## src/design/espnow_sender_table_logger_unit_macros.svh

```systemverilog
//------------------------------------------------------------------------------
// Sender table logger assertion macros
// Clocked assertion helpers used by the logger RTL.
//------------------------------------------------------------------------------
`ifndef ESPNOW_SENDER_TABLE_LOGGER_UNIT_MACROS_SVH
`define ESPNOW_SENDER_TABLE_LOGGER_UNIT_MACROS_SVH

`ifndef NO_ASSERTIONS
`define ESL_ASSERT_SAME(label, ante, cons) \
	label: assert property (@(posedge clk) disable iff (!arst_n) (ante) |-> (cons)) \
		else $error("assertion failed");
`define ESL_ASSERT_NEXT(label, ante, cons) \
	label: assert property (@(posedge clk) disable iff (!arst_n) (ante) |=> (cons)) \
		else $error("assertion failed");
`else
`define ESL_ASSERT_SAME(label, ante, cons)
`define ESL_ASSERT_NEXT(label, ante, cons)
`endif

`endif

```

## src/design/esl_pkg.sv

```systemverilog
//------------------------------------------------------------------------------
// Sender table logger package
// Shared widths, filter constants, codes and records.
//------------------------------------------------------------------------------
package esl_pkg;

	localparam int TABLE_ENTRIES = 4;
	localparam int HIST_DEPTH    = 512;

	localparam int IDX_W   = 2;
	localparam int CNT_W   = 3;
	localparam int HIST_AW = $clog2(HIST_DEPTH);
	localparam int HIST_CW = $clog2(HIST_DEPTH + 1);
	localparam int HP_W    = HIST_CW + 1;
	localparam int POS_W   = 9;
	localparam int MAC_W   = 48;
	localparam int TIME_W  = 32;
	localparam int STR_W   = 8;

	localparam logic [11:0] MIN_LENGTH = 12'd28;
	localparam logic [7:0]  FC_ACTION  = 8'hD0;
	localparam logic [7:0]  CAT_VENDOR = 8'h7F;
	localparam logic [23:0] VENDOR_OUI = 24'h18FE34;

	typedef enum logic [1:0] {
		MODE_FRAME      = 2'd0,
		MODE_CLEAR      = 2'd1,
		MODE_READ_HIST  = 2'd2,
		MODE_READ_ENTRY = 2'd3
	} mode_t;

	typedef enum logic [2:0] {
		ST_FILTERED = 3'd0,
		ST_KNOWN    = 3'd1,
		ST_NEW      = 3'd2,
		ST_FULL     = 3'd3,
		ST_CLEARED  = 3'd4,
		ST_RECORD   = 3'd5,
		ST_RANGE    = 3'd6,
		ST_ENTRY    = 3'd7
	} status_t;

	typedef struct packed {
		logic [TIME_W-1:0] rtime;
		logic [IDX_W-1:0]  sender;
		logic [STR_W-1:0]  strength;
	} hist_rec_t;

	typedef struct packed {
		status_t           status;
		logic [IDX_W-1:0]  sidx;
		logic [CNT_W-1:0]  count;
		logic              log_en;
		logic [TIME_W-1:0] entry_time;
		logic [STR_W-1:0]  entry_strength;
		logic [MAC_W-1:0]  entry_mac;
	} tbl_res_t;

endpackage

```

## src/design/esl_sender_table.sv

```systemverilog
//------------------------------------------------------------------------------
// Sender table
// Frame filter, sender MAC lookup and append, per-sender last RSSI and time.
//------------------------------------------------------------------------------
module esl_sender_table (
	input  logic                       clk,
	input  logic                       arst_n,
	input  logic                       fire,
	input  esl_pkg::mode_t             mode,
	input  logic                       is_management,
	input  logic [11:0]                frame_length,
	input  logic [7:0]                 frame_control,
	input  logic [7:0]                 action_category,
	input  logic [23:0]                vendor_oui,
	input  logic [esl_pkg::MAC_W-1:0]  source_mac,
	input  logic [esl_pkg::STR_W-1:0]  strength,
	input  logic [esl_pkg::TIME_W-1:0] now,
	input  logic [esl_pkg::POS_W-1:0]  read_position,
	output esl_pkg::tbl_res_t          res
);

	logic [esl_pkg::MAC_W-1:0]  mac_q  [esl_pkg::TABLE_ENTRIES];
	logic [esl_pkg::STR_W-1:0]  str_q  [esl_pkg::TABLE_ENTRIES];
	logic [esl_pkg::TIME_W-1:0] seen_q [esl_pkg::TABLE_ENTRIES];
	logic [esl_pkg::CNT_W-1:0]  total_q;

	logic                      passes;
	logic                      hit;
	logic [esl_pkg::IDX_W-1:0] hit_idx;
	logic [esl_pkg::IDX_W-1:0] pos_idx;
	logic                      pos_ok;
	logic                      append;

	always_comb begin
		passes = (mode == esl_pkg::MODE_FRAME) && is_management
			&& (frame_length >= esl_pkg::MIN_LENGTH)
			&& (frame_control == esl_pkg::FC_ACTION)
			&& (action_category == esl_pkg::CAT_VENDOR)
			&& (vendor_oui == esl_pkg::VENDOR_OUI);
		hit = 1'b0;
		hit_idx = '0;
		for (int i = esl_pkg::TABLE_ENTRIES - 1; i >= 0; i--) begin
			if ((esl_pkg::CNT_W'(i) < total_q) && (mac_q[i] == source_mac)) begin
				hit = 1'b1;
				hit_idx = esl_pkg::IDX_W'(i);
			end
		end
		pos_idx = read_position[esl_pkg::IDX_W-1:0];
		pos_ok = read_position < esl_pkg::POS_W'(total_q);
		append = 1'b0;

		res = '0;
		res.count = total_q;
		res.status = esl_pkg::ST_RANGE;
		case (mode)
			esl_pkg::MODE_FRAME: begin
				res.status = esl_pkg::ST_FILTERED;
				if (passes) begin
					if (hit) begin
						res.status = esl_pkg::ST_KNOWN;
						res.sidx = hit_idx;
						res.log_en = 1'b1;
					end else if (total_q < esl_pkg::CNT_W'(esl_pkg::TABLE_ENTRIES)) begin
						res.status = esl_pkg::ST_NEW;
						res.sidx = total_q[esl_pkg::IDX_W-1:0];
						res.log_en = 1'b1;
						res.count = total_q + 1'b1;
						append = 1'b1;
					end else begin
						res.status = esl_pkg::ST_FULL;
					end
				end
			end
			esl_pkg::MODE_CLEAR: begin
				res.status = esl_pkg::ST_CLEARED;
				res.count = '0;
			end
			esl_pkg::MODE_READ_ENTRY: begin
				if (pos_ok) begin
					res.status = esl_pkg::ST_ENTRY;
					res.sidx = pos_idx;
					res.entry_time = seen_q[pos_idx];
					res.entry_strength = str_q[pos_idx];
					res.entry_mac = mac_q[pos_idx];
				end
			end
			default: res.status = esl_pkg::ST_RANGE;
		endcase
	end

	always_ff @(posedge clk or negedge arst_n) begin
		if (!arst_n) begin
			total_q <= '0;
			for (int i = 0; i < esl_pkg::TABLE_ENTRIES; i++) begin
				mac_q[i]  <= '0;
				str_q[i]  <= '0;
				seen_q[i] <= '0;
			end
		end else if (fire) begin
			if (mode == esl_pkg::MODE_CLEAR) begin
				total_q <= '0;
				for (int i = 0; i < esl_pkg::TABLE_ENTRIES; i++) begin
					mac_q[i]  <= '0;
					str_q[i]  <= '0;
					seen_q[i] <= '0;
				end
			end else if (res.log_en) begin
				total_q <= res.count;
				str_q[res.sidx]  <= strength;
				seen_q[res.sidx] <= now;
				if (append) begin
					mac_q[res.sidx] <= source_mac;
				end
			end
		end
	end

endmodule

```

## config.mk

```make
export PLATFORM = sky130hd
export DESIGN_NAME = esl_sender_table
export DESIGN_NICKNAME = d
export VERILOG_FILES = /design/src/design/espnow_sender_table_logger_unit_macros.svh /design/src/design/esl_pkg.sv /design/src/design/esl_sender_table.sv
export SDC_FILE = /design/constraint.sdc
export NUM_CORES = 1
export LEC_CHECK = 0
export BUFFER_PORTS_ARGS = -buffer_cell sky130_fd_sc_hd__buf_2
export CAP_MARGIN = 30
export CORE_MARGIN = 5
export CORE_UTILIZATION = 40
export CTS_CLUSTER_SIZE = 30
export DETAILED_ROUTE_END_ITERATION = 7
export GPL_ROUTABILITY_DRIVEN = 0
export REMOVE_ABC_BUFFERS = 1
export SYNTH_ARGS = -nofsm -noshare
export SYNTH_HDL_FRONTEND = slang
export SYNTH_SLANG_ARGS = --single-unit
```

## constraint.sdc

```tcl
create_clock -name clk -period 4.66 [get_ports clk]
set_input_delay 0.233 -clock clk [delete_from_list [all_inputs] [get_ports clk]]
set_output_delay 0.233 -clock clk [all_outputs]
set_load 0.02 [all_outputs]
```

# Word level (Yosys, flattened, before mapping)
# Cells that the tools add are included.
# word_totals
ff_bits,355
out_inout_bits,97
# classes
addsub,1
n_lt_le_gt_ge,10
n_eq_ne,9
mux,52
n_bitwise,2
reduce_logical,15
# op_table
operator,n
192-bit 2-to-1 mux,3
128-bit 2-to-1 mux,2
192-bit bitwise mux,1
48-bit equality test,4
88-bit 2-to-1 mux,2
32-bit 2-to-1 mux,5
48-bit 2-to-1 mux,3
128-bit bitwise mux,1
48-bit binary-select mux with 2-bit select,1
48-bit demux with 2-bit select,1
32-bit binary-select mux with 2-bit select,1
32-bit demux with 2-bit select,1
32-bit bitwise mux,1
24-bit by 21-bit equality test with 1-bit output (second input constant),1
8-bit 2-to-1 mux,3
8-bit binary-select mux with 2-bit select,1
8-bit demux with 2-bit select,1
12-bit by 5-bit greater-or-equal comparator with 1-bit output (second input constant),1
3-bit 2-to-1 mux,4
1-bit 2-to-1 mux,11
1-bit logical AND,10
9-bit by 3-bit < comparator with 1-bit output,1
9-bit 2-to-1 mux,1
3-bit one-hot mux with 3 select lines,1
20 further kinds,28

# Logic depth before layout (Yosys ltp)
# Gate-level depths: netlist of run 1.
# depth
ltp_word,18
depth_mapped,14
depth_no_buf,10

# Worst setup path before layout of run 1
# No wires, ideal clock.
# synth_timing
kind,reg2reg
from,register mac_q[42] in the netlist's numbering
to,register seen_q[92] in the netlist's numbering
setup_time_ns,0.121
arrival_ns,3.352
t_required_ns,4.539
path_slack_ns,1.187
stages_incl_launch_ff,12
n_path_buf,2
period_less_slack_ns,3.473
path_cell_list,dfrtp_1 xor2_1 or4_1 or4_1 nor4_2 a2bb2oi_1 o21bai_1 a2111oi_4 o21ai_1 buf_2 buf_2 a22o_1
# synth_via
elab_chain_cells,17
elab_cells_between_ends,26
cone_classes,2 x order compare; 1 x eq/ne; 18 x mux; 1 x bitwise; 4 x reduce/logical
# synth_rtl
element,line,source
"start, declared",esl_sender_table.sv:22,logic [esl_pkg::MAC_W-1:0] mac_q [esl_pkg::TABLE_ENTRIES];
"start signal, assigned by index",esl_sender_table.sv:112,mac_q[res.sidx] <= source_mac;
48-bit equality test *,esl_sender_table.sv:43,if ((esl_pkg::CNT_W'(i) < total_q) && (mac_q[i] == source_mac)) begin
1-bit logical AND *,esl_sender_table.sv:43,
2-bit 2-to-1 mux / 1-bit 2-to-1 mux (equally long branches) (4 in series),esl_sender_table.sv:43,
4-bit 2-to-1 mux,esl_sender_table.sv:59,if (hit) begin
9-bit 2-to-1 mux *,esl_sender_table.sv:58,if (passes) begin
2-bit one-hot mux with 2 select lines,esl_sender_table.sv:55,case (mode)
2-bit NOT with 3-bit output (not written as such),esl_sender_table.sv:110,seen_q[res.sidx] <= now;
3-bit greater-or-equal comparator (not written as such) / 3-bit by 1-bit < comparator with 1-bit output (equally long branches),esl_sender_table.sv:110,
1-bit logical AND (not written as such),esl_sender_table.sv:110,
32-bit 2-to-1 mux (not written as such),esl_sender_table.sv:110,
32-bit demux with 2-bit select,esl_sender_table.sv:110,
128-bit bitwise mux,esl_sender_table.sv:110,
128-bit 2-to-1 mux,esl_sender_table.sv:107,end else if (res.log_en) begin
128-bit 2-to-1 mux,esl_sender_table.sv:100,if (mode == esl_pkg::MODE_CLEAR) begin
"end signal, assigned by index",esl_sender_table.sv:110,
"end, declared",esl_sender_table.sv:24,logic [esl_pkg::TIME_W-1:0] seen_q [esl_pkg::TABLE_ENTRIES];
# Every way passes the cells marked *; elsewhere a longest branch is shown, timed or not. The select of a mux whose other input is x is not followed.
# A chain may end at the register's enable or synchronous reset.

==> flow_metrics.tcl, run 1 <==
set metrics [dict create \
    run_status "completed" \
    cts_tree "done" \
    detail_route.wl_per_cell_um 27.0 \
    syn_avg_cell_area_um2 11.4 \
    clock_period_minus_worst_slack_ns 4.32 \
    synth_sequential_area_ratio_pct 45.8 \
    dpl.cell_count 2431 \
    post-route-drc-count 0 \
    finalHoldViolCount 0 \
    timing.critical_path.slowest_stage_cell "buf_4" \
    syn-cell-area_mm2 0.0194 \
    post_route_cells_drive_above_1_share_pct 24.1 \
    crit-reg2reg-launch "mac_q[45]" \
    rsz0062_at_grt "no" \
    power_per_cell_area_mw_per_mm2 311 \
    critical_path.top_delay_family "buffers and inverters" \
    pin_count 252 \
    max_cap_violations 0 \
    vdd.ir_drop.worst_v 0.000280 \
    layout-area-overhead-vs-synth_pct 16.5 \
    setup.worst_path.end "res[6]" \
    slowest_stage_delay_on_critical_path_ns 0.64 \
    crit_type "reg -> out" \
    synthFlopType "dfrtp_1" \
    totalNegativeSetupSlack_ns 0 \
    grt_resource_usage_total_pct 24.8 \
    ant_nets 0 \
    number_of_enable_flip_flop_cells_after_synthesis 0 \
    finalSetupViolCount 0 \
    synth_seq_cells 355 \
    fp.coreArea_mm2 0.0478 \
    floorplan.initialDensity_pct 40.5 \
    fin_nets 2024 \
    worstRegToRegCells 10 \
    timing.rr.end "seen_q[5]" \
    insertion_delay_ns 0.56 \
    clock_slew_at_reported_path_ffs_ns 0.06 \
    number_of_global_route_vias_before_repair 15900 \
    cts_sinks 355 \
    critical_path_peak_fanout 55 \
    post_cts_buffers 0 \
    worst_setup_sp "total_q[2]" \
    arrival_time_of_the_worst_setup_path_ns 4.08 \
    post_synth_inst_count 1704 \
    numPortBuffers 249 \
    die_width_um 230 \
    utilization_pct 47.2 \
    worst-path-stages 8 \
    worst_slew_margin_rel_pct 32.2 \
    worst_slew_pin_slew_ns 1.02 \
    drt_wl_total_mm 67.8 \
    ys_async_sr_fraction_pct 100 \
    clock-root-buffer "clkbuf_16" \
    worstSetupEndpointType "primary output" \
    die_height_um 230 \
    drv_slew 0 \
    worst-r2r-setup-slack_ns 0.37 \
    crit_chain "clkinv_1, ha_1, inv_1, o211ai_1, buf_4, buf_4, nor2b_1, buf_2" \
    grt_start_max_net_pins 130 \
    fillers 4399 \
    fin_crit_sh_pct 92.6 \
    antenna_found_initial 9 \
    row_count 80 \
    drt_first_pass_iters 5 \
    htree_num_levels 2 \
    hpwl_after_detailed_placement_mm 45.0 \
    crit_path_frequent_cell "buf_4" \
    clock_path_buffers 3 \
    number_of_buffers_and_inverters_on_the_critical_path 5 \
    ys_types 58 \
    gr-total-overflow 0 \
    route.detailed.vias_per_inst 6.26 \
    layout_skew_ns 0.0284 \
    synth-warning-count 0 \
    design.die.area_mm2 0.0530 \
    static_power_due_to_leakage_nw 10.1 \
    crit_required_ns 4.43 \
    achievable-frequency_ghz 0.232 \
    holdCritPathClass "in -> reg" \
    vias 15700 \
    cts_inserted_buffers 40 \
    start_kind "flip-flop" \
    grt_pass1_wl_mm 103 \
    drt_first_iter_violations 1840 \
    final-instance-count-excl-fill 2514 \
]
-- state kept, by name, indices dropped and copies added (netlist names) --
name and count:
seen_q 128, total_q 3, mac_q 192, str_q 32
-- per-layer routing --
| layer | vias to the layer above | share of wire, % | GRT usage [%] |
|---|---|---|---|
| met5 | - | 0.040 | 0 |
| li1 | 6755 | - | - |
| met3 | 154 | 8.6 | 4.64 |
| met2 | 806 | 46 | 38.3 |
| met4 | 4 | 4.2 | 9.28 |
| met1 | 8015 | 41 | 35.2 |
-- report_power, final --
part	switching (mW)	internal, mW	total, mW
registers	0.0317	3.14	3.17
logic	0.396	0.239	0.635
clock network	1.35	1.86	3.21
total	1.78	5.24	7.02
-- worst min path at each step --
stage / from / cells past startpoint / slack [ns] / endpoint
6_report: source_mac[35] / 3 / 0.03 / mac_q[179]
3_5_place_dp: arst_n / 1 / 0.42 / mac_q[26]
4_1_cts: source_mac[39] / 3 / 0.004 / mac_q[183]
5_1_grt: source_mac[40] / 3 / 0.03 / mac_q[40]
3_3_place_gp: arst_n / 1 / 0.41 / mac_q[26]
2_1_floorplan: arst_n / 0 / -0.06 / mac_q[0]
-- area by class of cell --
type,instances,area (µm²),share of cell area (%)
repair buffers,288,1720,7.62
clock buffers,52,1080,4.77
multi-input cells,1150,9780,43.3
diodes,8,20.0,0.0887
flip-flops and latches,355,8880,39.4
inverters,25,93.8,0.416
clock inverters,21,230,1.02
well taps,615,769,3.41
-- per-stage QoR --
step / area [µm²] / total power, mW / setup slack, ns / hold slack, ns
final: 22600 / 7.02 / 0.344 / 0.0251
after global routing: 22600 / 7.25 / 0.161 / 0.0277
after CTS: 22600 / 7.07 / 0.302 / 0.00351
after detailed placement: 21200 / 3.85 / 0.535 / 0.418
after global placement: 21200 / 3.84 / 0.529 / 0.407
after floorplan: 18700 / 3.49 / -3.28 / -0.0626
-- cells by family (layout without fill, tap and decap cells) --
family                     count (synthesis)  after routing  share of synthesized area [%]
adders and majority gates                  9              9                          0.581
AOI/OAI and AO/OA                        402            402                           17.6
buffers and inverters                    199            386                           4.07
muxes                                     89             89                           10.3
other                                      0              8                              0
DFF                                      355            355                           45.8
and+or+nand+nor                          471            471                           13.6
xor gates and xnor gates                 179            179                           8.09
-- cell usage after synthesis (all sizes together), types with 4 or more instances --
master,count,share of area [%]
dfrtp,355,46
a22o,155,7.0
nor2b,146,4.7
clkbuf,136,2.6
xor2,126,5.7
nand2,115,2.2
a32o,97,5.0
mux4,88,10
o21ai,56,1.4
nor4,54,1.8
xnor2,53,2.4
o2bb2ai,48,2.2
buf,38,0.95
nand4,34,1.1
nand3,31,0.80
inv,24,0.46
nor2,23,0.45
nand2b,12,0.39
or4,12,0.46
a21oi,11,0.28
nor3,11,0.28
a2111oi,9,0.50
ha,9,0.58
nor4b,9,0.41
nand4b,5,0.23
o211ai,4,0.15
-- worst register-to-register path: stages, from the launching register on --
cell	delay, ns
dfrtp_1	0.41
xnor2_1	0.45
nand4_1	0.14
nor4bb_1	0.59
nand4_1	0.32
nor3_1	0.63
o41a_1	0.37
o21a_1	0.43
and2_1	0.19
buf_4	0.44
a22o_1	0.25
-- what timing repair did --
item	CTS	global route
hold buffers	2	0
gates resized for setup	0	0
hold endpoints to repair	120	0
-- cell usage in the layout, fill, tap and decap left out, types with 34 or more instances in the layout --
| master | netlist | final |
|---|---|---|
| xnor2_1 | 53 | 53 |
| nand4_1 | 34 | 34 |
| o2bb2ai_1 | 48 | 48 |
| xor2_1 | 126 | 126 |
| dfrtp_1 | 355 | 355 |
| nor2b_1 | 146 | 146 |
| nor4_1 | 53 | 52 |
| a32o_1 | 97 | 97 |
| nand2_1 | 115 | 115 |
| o21ai_0 | 50 | 50 |
| clkbuf_16 | 0 | 40 |
| mux4_2 | 88 | 88 |
| a22o_1 | 155 | 155 |
| buf_2 | 24 | 246 |
Note: power is estimated with default switching activity, not from simulation.
==> run 2, diff against run 1 <==
--- a/config.mk
+++ b/config.mk
@@ -5,12 +5,12 @@
 export SDC_FILE = /design/constraint.sdc
 export NUM_CORES = 1
 export LEC_CHECK = 0
-export BUFFER_PORTS_ARGS = -buffer_cell sky130_fd_sc_hd__buf_2
 export CAP_MARGIN = 30
 export CORE_MARGIN = 5
 export CORE_UTILIZATION = 40
 export CTS_CLUSTER_SIZE = 30
 export DETAILED_ROUTE_END_ITERATION = 7
+export DONT_BUFFER_PORTS = 1
 export GPL_ROUTABILITY_DRIVEN = 0
 export REMOVE_ABC_BUFFERS = 1
 export SYNTH_ARGS = -nofsm -noshare
==> flow_metrics.tcl, run 2 (synthesis results as in run 1) <==
set metrics [dict create \
    run_status "finished with violations" \
    violations "negative hold slack" \
    power_per_cell_area_mw_per_mm2 308 \
    floorplan.initialDensity_pct 40.5 \
    power.share.switching_pct 23.8 \
    number_of_global_route_vias_before_repair 15400 \
    static_power_due_to_leakage_nw 9.03 \
    crit-reg2reg-launch "mac_q[45]" \
    gr-total-overflow 0 \
    cts_inserted_buffers 40 \
    grt_pass1_wl_mm 103 \
    pin_count 252 \
    grt_resource_usage_total_pct 25.1 \
    clock_period_minus_worst_slack_ns 4.32 \
    totalNegativeSetupSlack_ns 0 \
    cts_tree "done" \
    worst_setup_sp "mac_q[45]" \
    hold_ws_ns -0.614 \
    worstSetupEndpointType "flip-flop" \
    max_flop_register "mac_q" \
    cts_sinks 355 \
    worstRegToRegCells 10 \
    vdd.ir_drop.worst_v 0.000287 \
    sequentialPowerShare_pct 47.7 \
    crit_required_ns 5.15 \
    worst_slew_margin_rel_pct 41.2 \
    fin_nets 1816 \
    post_cts_buffers 0 \
    drt_first_pass_iters 7 \
    finalSetupViolCount 0 \
    die_height_um 230 \
    htree_num_levels 2 \
    number_of_flip_flops_under_the_largest_register_name 192 \
    rsz0062_at_grt "no" \
    layout_skew_ns 0.0228 \
    layout-area-overhead-vs-synth_pct 11.4 \
    worst-r2r-setup-slack_ns 0.34 \
    internal_power_mw 5.07 \
    drv_slew 0 \
    numPortBuffers 0 \
    dpl.cell_count 2176 \
    worst_slew_pin_slew_ns 0.870 \
    crit_type "reg -> reg" \
    timing.rr.end "seen_q[23]" \
    largestRegisters "mac_q (192), seen_q (128), str_q (32)" \
    clock_path_buffers 3 \
    place_worst_setup_slack_ns 0.541 \
    final-instance-count-excl-fill 2292 \
    fin_ws_ns 0.339 \
    drt_first_iter_violations 1571 \
    grt_start_max_net_pins 356 \
    row_count 80 \
    route.detailed.vias_per_inst 6.60 \
    critical_path_peak_fanout 38 \
    setup.worst_path.end "seen_q[23]" \
    clock-root-buffer "clkbuf_16" \
    holdCritPathClass "in -> async" \
    seqCellArea_mm2 0.00888 \
    max_cap_violations 0 \
    die_width_um 230 \
    placed_cell_area_mm2 0.0199 \
    finalHoldViolCount 355 \
    start_kind "flip-flop" \
    arrival_time_of_the_worst_setup_path_ns 4.81 \
    comb_power_share_pct 6.8 \
    drt_wl_total_mm 68.6 \
    hpwl_after_detailed_placement_mm 42.5 \
    mostFrequentLayoutCell "dfrtp_1" \
    switching_power_mw 1.58 \
    clock_slew_at_reported_path_ffs_ns 0.06 \
    detail_route.wl_per_cell_um 29.9 \
    layout.cell_area.non_filler_mm2 0.0216 \
    fin_total_pwr_mw 6.65 \
    cts_hold_buffers 49 \
    ant_nets 0 \
    achievable-frequency_ghz 0.231 \
    design.die.area_mm2 0.0530 \
    vias 15100 \
    fin_crit_sh_pct 92.7 \
    post-route-drc-count 0 \
    fillers 4459 \
    clkPwrFrac_pct 45.5 \
    insertion_delay_ns 0.57 \
    fp.coreArea_mm2 0.0478 \
    post_route_cells_drive_above_1_share_pct 11.5 \
    antenna_found_initial 4 \
    combined_area_of_the_multi_input_logic_cells_mm2 0.00978 \
    most-common-layout-cells "dfrtp_1, a22o_1, nor2b_1" \
]
[run 2: final cells by class]
cell class	instances	share of cell area [%]
inverters	25	0.435
clock inverters	11	0.429
well taps	615	3.56
diodes	1	0.0116
flip-flops and latches	355	41.1
repair buffers	80	3.99
multi-input cells	1150	45.3
clock buffers	55	5.13
[run 2: how the worst min path moves through the flow]
stage	slack [ns]	depth (start not counted)	endpoint
after floorplan	-0.06	0	mac_q[0]
after global placement	-0.04	0	mac_q[0]
after detailed placement	-0.04	0	mac_q[0]
after CTS	-0.64	0	mac_q[175]
after global routing	-0.62	0	mac_q[0]
final	-0.61	0	mac_q[0]
[run 2: timing repair]
action	CTS	global route
resized for setup	0	0
endpoints found under the setup margin	0	0
hold endpoints to repair	549	355
[run 2: per-stage QoR]
step	hold slack (ns)	util, %
floorplan	-0.0626	-
global placement	-0.0389	41.6
detailed placement	-0.0395	41.6
CTS	-0.643	45.1
global route	-0.625	45.1
finish	-0.614	45.1
[run 2: per-layer routing]
| metal | vias to the layer above | wire length [µm] | track usage, % |
|---|---|---|---|
| li1 | 6310 | - | - |
| met1 | 7881 | 27800 | 34.1 |
| met2 | 779 | 31700 | 39.3 |
| met3 | 151 | 6250 | 6.01 |
| met4 | 4 | 2810 | 9.66 |
| met5 | - | 27 | 0 |
[run 2: power groups by stage]
stage	logic, mW	clock network (mW)	registers (mW)
after floorplan	0.278	0	3.21
after global placement	0.384	0	3.22
after detailed placement	0.390	0	3.22
after CTS	0.444	3.10	3.17
after global routing	0.474	3.22	3.17
final	0.453	3.03	3.17
[run 2: worst max-delay path: stages (launching register included)]
cell,delay [ns]
dfrtp_1,0.40
xnor2_1,0.45
nand4_1,0.16
nor4bb_1,0.52
nand4_1,0.31
nor3_1,0.60
o311a_1,0.34
a21boi_0,0.52
and2_1,0.21
buf_4,0.45
a22o_1,0.22
